$ cat config.mk
export PLATFORM = sky130hd
export DESIGN_NAME = ring_buffer_deque_core_flat
export DESIGN_NICKNAME = d
export VERILOG_FILES = /design/src/hw/rtl/rbd_pkg.sv /design/src/hw/rtl/rbd_if.sv /design/src/hw/rtl/rbd_ram.sv /design/src/hw/rtl/rbd_ctrl.sv /design/src/hw/rtl/ring_buffer_deque_core.sv /design/src/flat_wrapper.sv
export SDC_FILE = /design/constraint.sdc
export NUM_CORES = 1
export LEC_CHECK = 0
export BUFFER_PORTS_ARGS = -buffer_cell sky130_fd_sc_hd__buf_2
export CAP_MARGIN = 20
export CORE_MARGIN = 2
export CORE_UTILIZATION = 55
export CTS_BUF_LIST = sky130_fd_sc_hd__clkbuf_2 sky130_fd_sc_hd__clkbuf_4 sky130_fd_sc_hd__clkbuf_8
export DETAILED_ROUTE_END_ITERATION = 8
export HOLD_SLACK_MARGIN = 0.12
export PLACE_DENSITY = 0.72
export SYNTH_ARGS = -nofsm -noshare
export SYNTH_HDL_FRONTEND = slang
export SYNTH_SLANG_ARGS = --single-unit
$ cat constraint.sdc
create_clock -name clock -period 14.6 [get_ports clock]
set_input_delay 4.38 -clock clock [delete_from_list [all_inputs] [get_ports clock]]
set_output_delay 4.38 -clock clock [all_outputs]
set_load 0.02 [all_outputs]
$ cat src/hw/rtl/rbd_pkg.sv
// Package for the ring buffer deque: sizes, opcode codes, status structs
// and the ring pointer helper. Depends on nothing.
package rbd_pkg;

   localparam int DEPTH      = 16;
   localparam int DATA_WIDTH = 32;

   // Fixed widths of the channel fields
   localparam int OPCODE_W   = 3;
   localparam int WORD_W     = 32;
   localparam int POSITION_W = 5;
   localparam int COUNT_W    = 5;

   localparam int PTR_W = (DEPTH > 1) ? $clog2(DEPTH) : 1;
   localparam int CNT_W = $clog2(DEPTH + 1);
   // Compare width for signed position against count, one spare bit
   localparam int CMP_W = ((CNT_W > POSITION_W) ? CNT_W : POSITION_W) + 1;

   typedef enum logic [OPCODE_W-1:0] {
      OP_PUSH_BACK  = 3'd0,
      OP_POP_BACK   = 3'd1,
      OP_PUSH_FRONT = 3'd2,
      OP_POP_FRONT  = 3'd3,
      OP_PEEK_FRONT = 3'd4,
      OP_PEEK_BACK  = 3'd5,
      OP_READ_INDEX = 3'd6,
      OP_CLEAR      = 3'd7
   } op_type;

   // Store access for the current word
   typedef struct packed {
      logic             we;
      logic [PTR_W-1:0] waddr;
      logic             re;
      logic [PTR_W-1:0] raddr;
   } ram_ctl_type;

   // Status of the current word, captured into the result register
   typedef struct packed {
      logic             ok;
      logic             rd_sel;
      logic [CNT_W-1:0] count;
   } step_type;

   // (head + off) mod DEPTH, correct only while off does not exceed DEPTH
   function automatic logic [PTR_W-1:0] wrap_add(input logic [PTR_W-1:0] head,
                                                 input logic [CNT_W-1:0] off);
      logic [CNT_W:0] sum;
      sum = (CNT_W+1)'(head) + (CNT_W+1)'(off);
      if (sum >= (CNT_W+1)'(DEPTH)) begin
         sum = sum - (CNT_W+1)'(DEPTH);
      end
      return sum[PTR_W-1:0];
   endfunction

endpackage

$ cat src/hw/rtl/rbd_if.sv
// Handshake interfaces for the deque's request and response channels.
// Depends on rbd_pkg for field widths.
interface rbd_req_if import rbd_pkg::*; ();
   logic                         valid;
   logic                         ready;
   logic [OPCODE_W-1:0]          opcode;
   logic [WORD_W-1:0]            data_in;
   logic signed [POSITION_W-1:0] position;

   modport source (output valid, opcode, data_in, position, input ready);
   modport sink   (input valid, opcode, data_in, position, output ready);
endinterface

interface rbd_rsp_if import rbd_pkg::*; ();
   logic               valid;
   logic               ready;
   logic               ok;
   logic [WORD_W-1:0]  read_data;
   logic [COUNT_W-1:0] count;
   logic               is_empty;

   modport source (output valid, ok, read_data, count, is_empty, input ready);
   modport sink   (input valid, ok, read_data, count, is_empty, output ready);
endinterface

$ cat src/hw/rtl/rbd_ram.sv
// Generic single-write, single-read RAM with registered read data.
// No dependencies.
module rbd_ram #(
   parameter int WIDTH = 32,
   parameter int DEPTH = 16
) (
   input  logic                                   clock,
   input  logic                                   we,
   input  logic [((DEPTH > 1) ? $clog2(DEPTH) : 1)-1:0] waddr,
   input  logic [WIDTH-1:0]                       wdata,
   input  logic                                   re,
   input  logic [((DEPTH > 1) ? $clog2(DEPTH) : 1)-1:0] raddr,
   output logic [WIDTH-1:0]                       rdata
);

   logic [WIDTH-1:0] mem_ff [DEPTH];
   logic [WIDTH-1:0] rdata_ff;

   always_ff @(posedge clock) begin
      if (we) begin
         mem_ff[waddr] <= wdata;
      end
      if (re) begin
         rdata_ff <= mem_ff[raddr];  // read-first
      end
   end

   assign rdata = rdata_ff;

endmodule

$ cat src/hw/rtl/rbd_ctrl.sv
// Head pointer and element count of the deque, opcode decode and store
// addressing. Depends on rbd_pkg.
module rbd_ctrl import rbd_pkg::*; (
   input  logic                         clock,
   input  logic                         reset,
   input  logic                         accept,
   input  logic [OPCODE_W-1:0]          opcode,
   input  logic signed [POSITION_W-1:0] position,
   output ram_ctl_type                  ram_ctl,
   output step_type                     step
);

   logic [PTR_W-1:0] head_ff, head_in, head_nx;
   logic [CNT_W-1:0] count_ff, count_in, count_nx;
   logic             full, empty;
   logic             ok, rd_sel, we;
   logic [PTR_W-1:0] waddr, raddr;
   logic [CMP_W-1:0] pos_w, cnt_w, mag, off_w;
   logic             in_range;
   op_type           op;

   assign op    = op_type'(opcode);
   assign full  = (count_ff == CNT_W'(DEPTH));
   assign empty = (count_ff == '0);

   // Signed index: non-negative from the front, negative from the back
   always_comb begin
      pos_w = CMP_W'(position);
      cnt_w = CMP_W'(count_ff);
      mag   = CMP_W'(0) - pos_w;
      if (!position[POSITION_W-1]) begin
         in_range = (pos_w < cnt_w);
         off_w    = pos_w;
      end else begin
         in_range = (mag <= cnt_w);
         off_w    = cnt_w - mag;
      end
   end

   always_comb begin
      head_nx  = head_ff;
      count_nx = count_ff;
      ok       = 1'b0;
      rd_sel   = 1'b0;
      we       = 1'b0;
      waddr    = wrap_add(head_ff, count_ff);
      raddr    = head_ff;
      unique case (op)
         OP_PUSH_BACK: begin
            if (!full) begin
               we       = 1'b1;
               count_nx = count_ff + 1'b1;
               ok       = 1'b1;
            end
         end
         OP_POP_BACK: begin
            if (!empty) begin
               count_nx = count_ff - 1'b1;
               ok       = 1'b1;
            end
         end
         OP_PUSH_FRONT: begin
            if (!full) begin
               head_nx  = (head_ff == '0) ? PTR_W'(DEPTH - 1) : head_ff - 1'b1;
               waddr    = head_nx;
               we       = 1'b1;
               count_nx = count_ff + 1'b1;
               ok       = 1'b1;
            end
         end
         OP_POP_FRONT: begin
            if (!empty) begin
               head_nx  = wrap_add(head_ff, CNT_W'(1));
               count_nx = count_ff - 1'b1;
               ok       = 1'b1;
            end
         end
         OP_PEEK_FRONT: begin
            ok     = !empty;
            rd_sel = !empty;
         end
         OP_PEEK_BACK: begin
            raddr  = wrap_add(head_ff, count_ff - 1'b1);
            ok     = !empty;
            rd_sel = !empty;
         end
         OP_READ_INDEX: begin
            raddr  = wrap_add(head_ff, off_w[CNT_W-1:0]);
            ok     = in_range;
            rd_sel = in_range;
         end
         OP_CLEAR: begin
            head_nx  = '0;
            count_nx = '0;
            ok       = 1'b1;
         end
         default: begin
         end
      endcase
   end

   assign head_in  = accept ? head_nx  : head_ff;
   assign count_in = accept ? count_nx : count_ff;

   always_ff @(posedge clock) begin
      if (reset) begin
         head_ff  <= '0;
         count_ff <= '0;
      end else begin
         head_ff  <= head_in;
         count_ff <= count_in;
      end
   end

   assign ram_ctl.we    = accept && we;
   assign ram_ctl.waddr = waddr;
   assign ram_ctl.re    = accept;
   assign ram_ctl.raddr = raddr;

   assign step.ok     = ok;
   assign step.rd_sel = rd_sel;
   assign step.count  = count_nx;

endmodule

$ cat src/hw/rtl/ring_buffer_deque_core.sv
// Top level of the ring buffer deque: request/response handshake, result
// register and ring store. Depends on rbd_pkg, rbd_if, rbd_ram, rbd_ctrl.
//
// Usage
//  - req_port carries one operation per word: opcode, data_in (pushes),
//    position (signed read index; -1 is the last element).
//  - rsp_port returns exactly one word per request, in order: ok,
//    read_data (peeks and index reads, else zero), count and is_empty
//    after the operation.
//  - The response is registered: it is valid in the cycle after the request is taken.
//    Throughput: one request per cycle while responses are taken, limited by
//    the single result register and the ring store's one-read, one-write port.
//  - Head pointer and count update at the accepting edge, so the next
//    request sees them at once; a word written by a push is readable by
//    the very next request.
//  - Stall: while a response waits and rsp_port.ready is low, req_port
//    ready drops. The RAM read register is not re-enabled, so the pending
//    read_data holds. When the response is taken, a new request can enter
//    in the same cycle.
//  - Reset (synchronous, active high) empties the deque and drops the
//    pending response. Store contents are not cleared; only live slots ever
//    reach read_data.
module ring_buffer_deque_core import rbd_pkg::*; (
   input logic   clock,
   input logic   reset,
   rbd_req_if.sink   req_port,
   rbd_rsp_if.source rsp_port
);

   logic                  accept;
   ram_ctl_type           ram_ctl;
   step_type              step;
   logic [63:0]           wdata_wide;
   logic [DATA_WIDTH-1:0] ram_rdata;
   logic [63:0]           rdata_wide;

   // result register
   logic                  rsp_valid_ff, rsp_valid_in;
   logic                  ok_ff;
   logic                  rd_sel_ff;
   logic [CNT_W-1:0]      count_ff;

   // Free slot in the result register, or it empties this cycle
   assign req_port.ready = !rsp_valid_ff || rsp_port.ready;
   assign accept         = req_port.valid && req_port.ready;

   rbd_ctrl u_ctrl (
      .clock    (clock),
      .reset    (reset),
      .accept   (accept),
      .opcode   (req_port.opcode),
      .position (req_port.position),
      .ram_ctl  (ram_ctl),
      .step     (step)
   );

   assign wdata_wide = 64'(req_port.data_in);

   rbd_ram #(
      .WIDTH (DATA_WIDTH),
      .DEPTH (DEPTH)
   ) u_store (
      .clock (clock),
      .we    (ram_ctl.we),
      .waddr (ram_ctl.waddr),
      .wdata (wdata_wide[DATA_WIDTH-1:0]),
      .re    (ram_ctl.re),
      .raddr (ram_ctl.raddr),
      .rdata (ram_rdata)
   );

   always_comb begin
      rsp_valid_in = rsp_valid_ff;
      if (accept) begin
         rsp_valid_in = 1'b1;
      end else if (rsp_port.ready) begin
         rsp_valid_in = 1'b0;
      end
   end

   always_ff @(posedge clock) begin
      if (reset) begin
         rsp_valid_ff <= 1'b0;
      end else begin
         rsp_valid_ff <= rsp_valid_in;
      end
   end

   // payload, loaded only on accept
   always_ff @(posedge clock) begin
      if (accept) begin
         ok_ff     <= step.ok;
         rd_sel_ff <= step.rd_sel;
         count_ff  <= step.count;
      end
   end

   // read_data is zero unless a peek or index read hit a live slot
   assign rdata_wide = 64'(ram_rdata);

   assign rsp_port.valid     = rsp_valid_ff;
   assign rsp_port.ok        = ok_ff;
   assign rsp_port.read_data = rd_sel_ff ? rdata_wide[WORD_W-1:0] : '0;
   assign rsp_port.count     = COUNT_W'(count_ff);
   assign rsp_port.is_empty  = (count_ff == '0);

endmodule

$ cat src/flat_wrapper.sv
// flat-port wrapper written by rule: the top's interface ports become plain ports
module ring_buffer_deque_core_flat import rbd_pkg::*;
  (clock, reset, req_port_valid, req_port_opcode, req_port_data_in, req_port_position, req_port_ready, rsp_port_valid, rsp_port_ok, rsp_port_read_data, rsp_port_count, rsp_port_is_empty, rsp_port_ready);
  rbd_req_if req_port_i ();
  rbd_rsp_if rsp_port_i ();
  input logic clock;
  input logic reset;
  input wire logic [$bits(req_port_i.valid)-1:0] req_port_valid;
  input wire logic [$bits(req_port_i.opcode)-1:0] req_port_opcode;
  input wire logic [$bits(req_port_i.data_in)-1:0] req_port_data_in;
  input wire logic [$bits(req_port_i.position)-1:0] req_port_position;
  output wire logic [$bits(req_port_i.ready)-1:0] req_port_ready;
  output wire logic [$bits(rsp_port_i.valid)-1:0] rsp_port_valid;
  output wire logic [$bits(rsp_port_i.ok)-1:0] rsp_port_ok;
  output wire logic [$bits(rsp_port_i.read_data)-1:0] rsp_port_read_data;
  output wire logic [$bits(rsp_port_i.count)-1:0] rsp_port_count;
  output wire logic [$bits(rsp_port_i.is_empty)-1:0] rsp_port_is_empty;
  input wire logic [$bits(rsp_port_i.ready)-1:0] rsp_port_ready;
  assign req_port_i.valid = req_port_valid;
  assign req_port_i.opcode = req_port_opcode;
  assign req_port_i.data_in = req_port_data_in;
  assign req_port_i.position = req_port_position;
  assign req_port_ready = req_port_i.ready;
  assign rsp_port_valid = rsp_port_i.valid;
  assign rsp_port_ok = rsp_port_i.ok;
  assign rsp_port_read_data = rsp_port_i.read_data;
  assign rsp_port_count = rsp_port_i.count;
  assign rsp_port_is_empty = rsp_port_i.is_empty;
  assign rsp_port_i.ready = rsp_port_ready;
  ring_buffer_deque_core u_core (.clock(clock), .reset(reset), .req_port(req_port_i), .rsp_port(rsp_port_i));
endmodule
==> results of run 1 <==
-- worst max-delay path, stage by stage --
cell      delay (ps)
buf_2             90
nand2b_1         160
buf_2            170
-- area by class of cell --
type,count,area share
flip-flops and latches,561,0.642
multi-input cells,809,0.238
clock buffers,123,0.0579
well taps,539,0.0259
repair buffers,109,0.0243
clock inverters,33,0.00873
inverters,19,0.00273
diodes,2,0.000192
-- sequential cells by signal (all words and copies together) (netlist names) --
name / count
u_core.u_ctrl.count_ff: 5
u_core.rsp_port.ok: 1
u_core.u_ctrl.head_ff: 4
u_core.rd_sel_ff: 1
u_core.rsp_port.count: 5
u_core.u_store.mem_ff: 512
u_core.rsp_port.valid: 1
u_core.u_store.rdata: 32
-- power by group --
part / total [uW] / switching (uW) / internal, uW
logic: 458 / 280 / 178
registers: 1820 / 14.2 / 1810
clock network: 1300 / 580 / 720
total: 3580 / 874 / 2710
-- synth_stat cells (all sizes together) (9+ instances only) --
master,instances,area (um2)
nor3,9,45.0
a21oi,21,105
o31a,33,289
edfxtp,551,16500
buf,50,364
and2,98,613
nor2,35,131
ha,23,288
nand2,195,732
o21ai,17,88.8
clkbuf,42,158
dfxtp,10,200
mux2i,130,1300
a211oi,70,526
mux4,32,721
inv,18,67.6
a311oi,66,578
-- path summary, 6_finish.rpt --
check / startpoint / endpoint / slack [ps] / cells past startpoint
worst max-delay path: rsp_port_ready / req_port_ready / 5420 / 3
worst min-delay path: u_core.rsp_port.valid / u_core.rsp_port.valid / 530 / 2
worst max register to register: u_core.u_ctrl.count_ff[0] / u_core.u_store.mem_ff[3][7] / 9980 / 10
worst min register to register: u_core.rsp_port.valid / u_core.rsp_port.valid / 530 / 2
-- metal layers --
| metal | GRT usage | wire length (um) | up-vias |
|---|---|---|---|
| met5 | 0 | 11 | - |
| met1 | 0.303 | 20800 | 6606 |
| met4 | 0.0846 | 1040 | 2 |
| met3 | 0.0386 | 2880 | 85 |
| met2 | 0.373 | 24300 | 429 |
| li1 | - | - | 5983 |
-- per-stage QoR --
| step | std cells | util |
|---|---|---|
| after floorplan | 1481 | - |
| after detailed placement | 2037 | 0.580 |
| after global placement | 2037 | 0.580 |
| after global routing | 2194 | 0.622 |
| after CTS | 2193 | 0.622 |
| final | 2195 | 0.622 |
-- kinds of logic (layout without fill, tap and decap cells) --
family / count (synthesis) / count (layout) / synth area share
buf+inv: 111 / 284 / 0.0253
simple gates: 371 / 371 / 0.0744
fa+ha+maj: 26 / 26 / 0.0149
xor+xnor: 12 / 12 / 0.00481
mux: 162 / 162 / 0.0864
other cells: 0 / 2 / 0
compound gates: 238 / 238 / 0.0786
flops: 561 / 561 / 0.716
==> summary.md, run 1 <==
| Metric | Value |
|---|---|
| Status | finished, final reports clean |
| Async S/R FF share, synth | 0 |
| Core Area | 41900 um2 |
| Total wire length | 49.1 mm |
| Via density | 5.97 |
| Worst-Margin Slew | ~1100 ps |
| Worst-path maximum fanout | 3 |
| Commonest non-fill, non-tap cell in the layout | edfxtp_1 |
| Port Buffers | 84 |
| Synthesized netlist cell count | 1481 |
| Syn-to-layout area delta | 11.5% |
| Hold_ws | around 530 ps |
| Area of the multi-input gates | slightly above 6000 um2 |
| H-tree Lvls | 3 |
| Vias in the first global route | approximately 13000 |
| Detailed Routing Iterations Pass 1 | 6 |
| Sum Neg Setup Slack | 0 ps |
| CTS resizes | 0 |
| Die Wd | approximately 210 um |
| Placement Rows | 75 |
| Synth warn | 0 |
| Layout cell share with drive strength beyond 1 | 0.184 |
| Total power | around 3600 uW |
| Root Driver | clkbuf_8 |
| CTS tree | yes |
| CTS clk-pin slew, worst paths | ~60 ps |
| Fmax | 109 MHz |
| Post-route cell area | around 26000 um2 |
| Pin count of the biggest net entering global routing | around 160 |
| CTS Buffer Depth | 3 |
| GP Congestion | approximately 0.86 |
| Crit path kind | in2out |
| Critical Path Sink Type | output pin |
| Required @ worst endpoint | just over 10000 ps |
| 1st-iter DRT viols | roughly 1200 |
| Syn avg cell area | 15.8 um2 |
| DP HPWL | ~25 mm |
| Total gr overflow | 0 |
| CTS Sinks | approximately 560 |
| Clock latency at the later pin of the worst-skew pair | 640 ps |
| Hold Fails Final Rpt | 0 |
| Max cap viols | 0 |
| Vias | 13105 |
| Initial antenna violation count | 2 |
| Post-route minimum period | ~9200 ps |
| CTS buffer count | 88 |
| Mapped Nets | around 1600 |
| Register area share after synthesis | 0.716 |
| Register area | around 17000 um2 |
| VDD IR max | ~0.073 mV |
| #FFs+latches synth | 561 |
| Static leakage | between 0.009 and 0.01 uW |
| # setup viols final | 0 |
| Cell area after synthesis | around 23000 um2 |
| Cell Area, Placed | roughly 24000 um2 |
| Global Route Usage Sum | 0.225 |
| Power Dens Cells | between 100 and 150 nW/um2 |
| Final WS setup | 5420 ps |
| Max Slew Vio Count | 0 |
| Most frequent cells in the layout | 551 x edfxtp_1, 194 x nand2_1, 130 x mux2i_1 |
| Critical Path AT | 4800 ps |
| # DRC | 0 |
| Worst setup SP type | input port |
| Final Net Count | around 1700 |
| DP Worst Slack | roughly 5400 ps |
| Full die area | ~44000 um2 |
| Max-slew headroom | 0.291 |
| Initial Util | 0.558 |
| Number of flops mapped to enable cells by yosys | 551 |
| Worst min-delay path category | reg2reg |
| Routed wire per std cell | between 20 and 25 um |
| Unrepaired setup endpoints after global routing | false |
| Synth unique cells | 57 |
| Layout Skew | around 26 ps |
| Routed Antenna Nets | 0 |
| Filler cells | 3017 |
| Fin crit share | 0.629 |
| First-pass GRT wire length | about 75 mm |
| Post-CTS Setup Bufs | 0 |
| Top FF cell, synth | edfxtp_1 |
| Post-CTS Hold Fix Bufs | 0 |
| IO Pins | 85 |
| Die Y | 210 um |
Power figures use the tool's default switching activity.
==> run 2, diff against run 1 <==
--- a/config.mk
+++ b/config.mk
@@ -5,6 +5,7 @@
 export SDC_FILE = /design/constraint.sdc
 export NUM_CORES = 1
 export LEC_CHECK = 0
+export ABC_AREA = 1
 export BUFFER_PORTS_ARGS = -buffer_cell sky130_fd_sc_hd__buf_2
 export CAP_MARGIN = 20
 export CORE_MARGIN = 2
@@ -12,7 +13,7 @@
 export CTS_BUF_LIST = sky130_fd_sc_hd__clkbuf_2 sky130_fd_sc_hd__clkbuf_4 sky130_fd_sc_hd__clkbuf_8
 export DETAILED_ROUTE_END_ITERATION = 8
 export HOLD_SLACK_MARGIN = 0.12
-export PLACE_DENSITY = 0.72
+export PLACE_DENSITY = 0.75
 export SYNTH_ARGS = -nofsm -noshare
 export SYNTH_HDL_FRONTEND = slang
 export SYNTH_SLANG_ARGS = --single-unit
==> constraint.sdc (replaced) <==
create_clock -name clock -period 8.2 [get_ports clock]
set_input_delay 2.46 -clock clock [delete_from_list [all_inputs] [get_ports clock]]
set_output_delay 2.46 -clock clock [all_outputs]
set_load 0.02 [all_outputs]
==> run 2 against run 1 <==
Clock-buffer cell count down 4. Critical path type is now in2reg. Design area is 6.1% higher. Highest routed layer is now met4. Largest power group unchanged. Sequential power rose by 79%. Die area increased by 6.8%. Flip-flop and latch count is the same. Register-to-register slack lost 6200 ps. First-iteration DRC count grew 79%. Non-clock buffer count rose by 9. Clock power grew 71%. Combinational power up 120%. Synthesized cell count is 66% higher.
==> summary.md, run 2 <==
| Metric | Value |
|---|---|
| Register area share after synthesis | 0.669 (-0.0466) |
| Detailed Routing Iterations Pass 1 | 5 (-1) |
| Layout cell share with drive strength beyond 1 | 0.111 (-0.0736) |
| Port Buffers | 84 (unchanged) |
| R2R depth | 19 (+9) |
| Power Dens Cells | 234 nW/um2 (+70%) |
| Die Wd | 217 um (+3.4%) |
| First-pass GRT wire length | 95.6 mm (+28%) |
| Most frequent cells in the layout | 817 x nand2_1, 551 x edfxtp_1, 337 x inv_1 |
| Mapped Nets | 2528 (+63%) |
| Routed wire per std cell | 19.5 um (-13%) |
| Initial antenna violation count | 3 (+1) |
| Root Driver | clkbuf_8 |
| Unrepaired setup endpoints after global routing | false |
| Status | finished, final reports clean |
| Max Slew Vio Count | 0 (unchanged) |
| CTS buffer count | 87 (-1.1%) |
| Crit path kind | in2reg |
| Worst-path maximum fanout | 64 (+61) |
| Fmax | roughly 180 MHz |
| Commonest non-fill, non-tap cell in the layout | nand2_1 |
| CTS tree | yes |
| Total power | 6470 uW (+81%) |
| Synth top area share | 0.661 (-0.0461) |
| Number of flops mapped to enable cells by yosys | 551 (unchanged) |
| Synth unique cells | 39 (-32%) |
| Post-CTS Hold Fix Bufs | 0 (unchanged) |
| Layout Skew | 37.7 ps (+11.3 ps) |
| Most frequent cell after synthesis | nand2_1 |
| Synth warn | 0 (unchanged) |
| Hold Fails Final Rpt | 0 (unchanged) |
| Core Area | 45200 um2 (+7.7%) |
| Final Net Count | 2611 (+57%) |
| Top reg by flops | u_core.u_store.mem_ff |
| Crit-path cells | buf_2 > inv_1 > ha_1 > fa_1 > nand2_1 > o21ai_0 > o21ai_0 > inv_1 > fa_1 > inv_1 > nand2_1 > o21ai_4 > inv_4 > buf_12 > o21ai_0 > o21ai_1 > nand2_1 > nand2_1 > nand2_1 > nand2_1 |
| Crit Reg-Reg Startpoint | u_core.u_ctrl.count_ff[0] |
| DP Worst Slack | 1870 ps (-3540 ps) |
| Area of the multi-input gates | 6550 um2 (+5.4%) |
| Cell area after synthesis | 25000 um2 (+7.0%) |
| Syn avg cell area | 10.2 um2 (-36%) |
| CTS clk-pin slew, worst paths | 60 ps (about the same) |
| Total gr overflow | 0 (unchanged) |
| Worst min-delay path category | reg2reg |
| Required @ worst endpoint | 8750 ps (-1470 ps) |
| Vias | 17772 (+36%) |
| Sum Neg Setup Slack | 0 ps (unchanged) |
| Initial Util | 0.554 (-0.00389) |
| # DRC | 0 (unchanged) |
| Max-slew headroom | 0.329 (+0.0378) |
| H-tree Lvls | 3 (unchanged) |
| Max reg flops | 512 (unchanged) |
| Max cap viols | 0 (unchanged) |
| Reg2reg end | u_core.u_store.rdata[31] |
| Pin count of the biggest net entering global routing | 139 (-14%) |
| Worst setup SP type | input port |
| Yosys top cell by area | edfxtp_1 |
| CTS Buffer Depth | 3 (unchanged) |
| 1st-iter DRT viols | 2100 (+79%) |
| Die Y | 217 um (+3.4%) |
| Top FF cell, synth | edfxtp_1 |
| Critical Path Sink Type | register |
| Register area | 16700 um2 (unchanged) |
| #FFs+latches synth | 561 (unchanged) |
| CP most frequent cell | nand2_1 |
| Async S/R FF share, synth | 0 (unchanged) |
| Static leakage | 0.0118 uW (+28%) |
| Final WS setup | 2510 ps (-2910 ps) |
| GP Congestion | 0.884 (+3.4%) |
| Commonest cells post-synth | 817 x nand2_1, 551 x edfxtp_1, 338 x inv_1 |
| IO Pins | 85 (unchanged) |
| # setup viols final | 0 (unchanged) |
| Post-route minimum period | ~5700 ps |
| Critical Path AT | 6240 ps (+1440 ps) |
| Clock latency at the later pin of the worst-skew pair | 690 ps (+50 ps) |
| Filler cells | 3538 (+17%) |
| Via density | 5.55 (-7.1%) |
| Post-CTS Setup Bufs | 0 (unchanged) |
| Hold path depth | 2 (unchanged) |
| CTS resizes | 0 (unchanged) |
| Full die area | 47200 um2 (+6.8%) |
| Placement Rows | 78 (+4.0%) |
| Routed Antenna Nets | 0 (unchanged) |
| CTS Sinks | 561 (unchanged) |
| Crit path largest cell delay | 640 ps (+470 ps) |
| Endpoint, Worst Hold | u_core.rsp_port.valid |
| Worst Hold Launch | u_core.rsp_port.valid |
| Synthesized netlist cell count | 2458 (+66%) |
| VDD IR max | 0.149 mV (+100%) |
| Syn-to-layout area delta | 10.6% |
| Worst-Margin Slew | 1010 ps (-56.7 ps) |
| Vias in the first global route | 17153 (+31%) |
| Top post-synthesis cells by area | edfxtp_1 66%, nand2_1 12%, nand3_1 5.5%, inv_1 5.1%, o21ai_1 1.6% |
| Global Route Usage Sum | 0.268 (+0.0425) |
| Total wire length | 62.4 mm (+27%) |
| DP HPWL | 31.8 mm (+30%) |
| Reg-to-reg slack, setup | 3830 ps (-6150 ps) |
| Fin crit share | 0.694 |
| Critical path's slowest cell | inv_4 |
-- run 2: logic make-up after synthesis --
logic type | Yosys count | synth area share
adder cells (fa/ha/maj) | 26 | 0.0139
XOR/XNOR | 13 | 0.00455
AO/OA/AOI/OAI | 181 | 0.0385
AND/OR/NAND/NOR | 1211 | 0.198
flip-flops | 561 | 0.669
buffers and inverters | 466 | 0.0758
-- run 2: area by class of cell --
| cell class | instances | area share |
|---|---|---|
| Clock buffer | 119 | 0.0519 |
| Timing Repair Buffer | 118 | 0.0262 |
| Antenna cell | 4 | 0.000362 |
| Multi-Input combinational cell | 1431 | 0.237 |
| Clock inverter | 28 | 0.00628 |
| Inverter | 342 | 0.0465 |
| Tap cell | 600 | 0.0271 |
| Sequential cell | 561 | 0.605 |
-- run 2: stage by stage --
stage / utilization / cells / cell area (um2) / hold WS [ps]
floorplan: - / 2458 / 25000 / 538
global placement: 0.577 / 3052 / 26100 / 487
detailed placement: 0.577 / 3052 / 26100 / 517
CTS: 0.612 / 3199 / 27700 / 527
global route: 0.613 / 3200 / 27700 / 556
finish: 0.613 / 3203 / 27700 / 522
-- run 2: layer usage --
layer | track usage | up-vias | wire (um)
met2 | 0.432 | 875 | 29500
met4 | 0.118 | 0 | 1980
met1 | 0.356 | 8538 | 25000
met5 | 0 | - | 0
li1 | - | 8220 | -
met3 | 0.0523 | 139 | 5930
-- run 2: worst max-delay path by stage --
| stage | start | to | slack [ps] |
|---|---|---|---|
| global placement | req_port_position[0] | u_core.u_store.rdata[25] | 1970 |
| CTS | req_port_position[0] | u_core.u_store.rdata[31] | 2570 |
| detailed placement | req_port_position[0] | u_core.u_store.rdata[31] | 1870 |
| global route | req_port_position[0] | u_core.u_store.rdata[9] | 2270 |
| finish | req_port_position[0] | u_core.u_store.rdata[31] | 2510 |
| floorplan | req_port_position[0] | u_core.u_store.rdata[11] | 2910 |
-- run 2: worst max-delay path: cells and delay by family --
| kind | cells | cell delay, ps |
|---|---|---|
| simple gates | 6 | 450 |
| fa+ha+maj | 3 | 1270 |
| buf+inv | 6 | 1290 |
| compound gates | 5 | 720 |
-- run 2: where the power goes --
part	switching, uW	total [uW]	leakage [uW]	internal, uW
clock	1060	2220	0.000847	1160
sequential	30.8	3260	0.00507	3230
combinational	707	986	0.00591	279
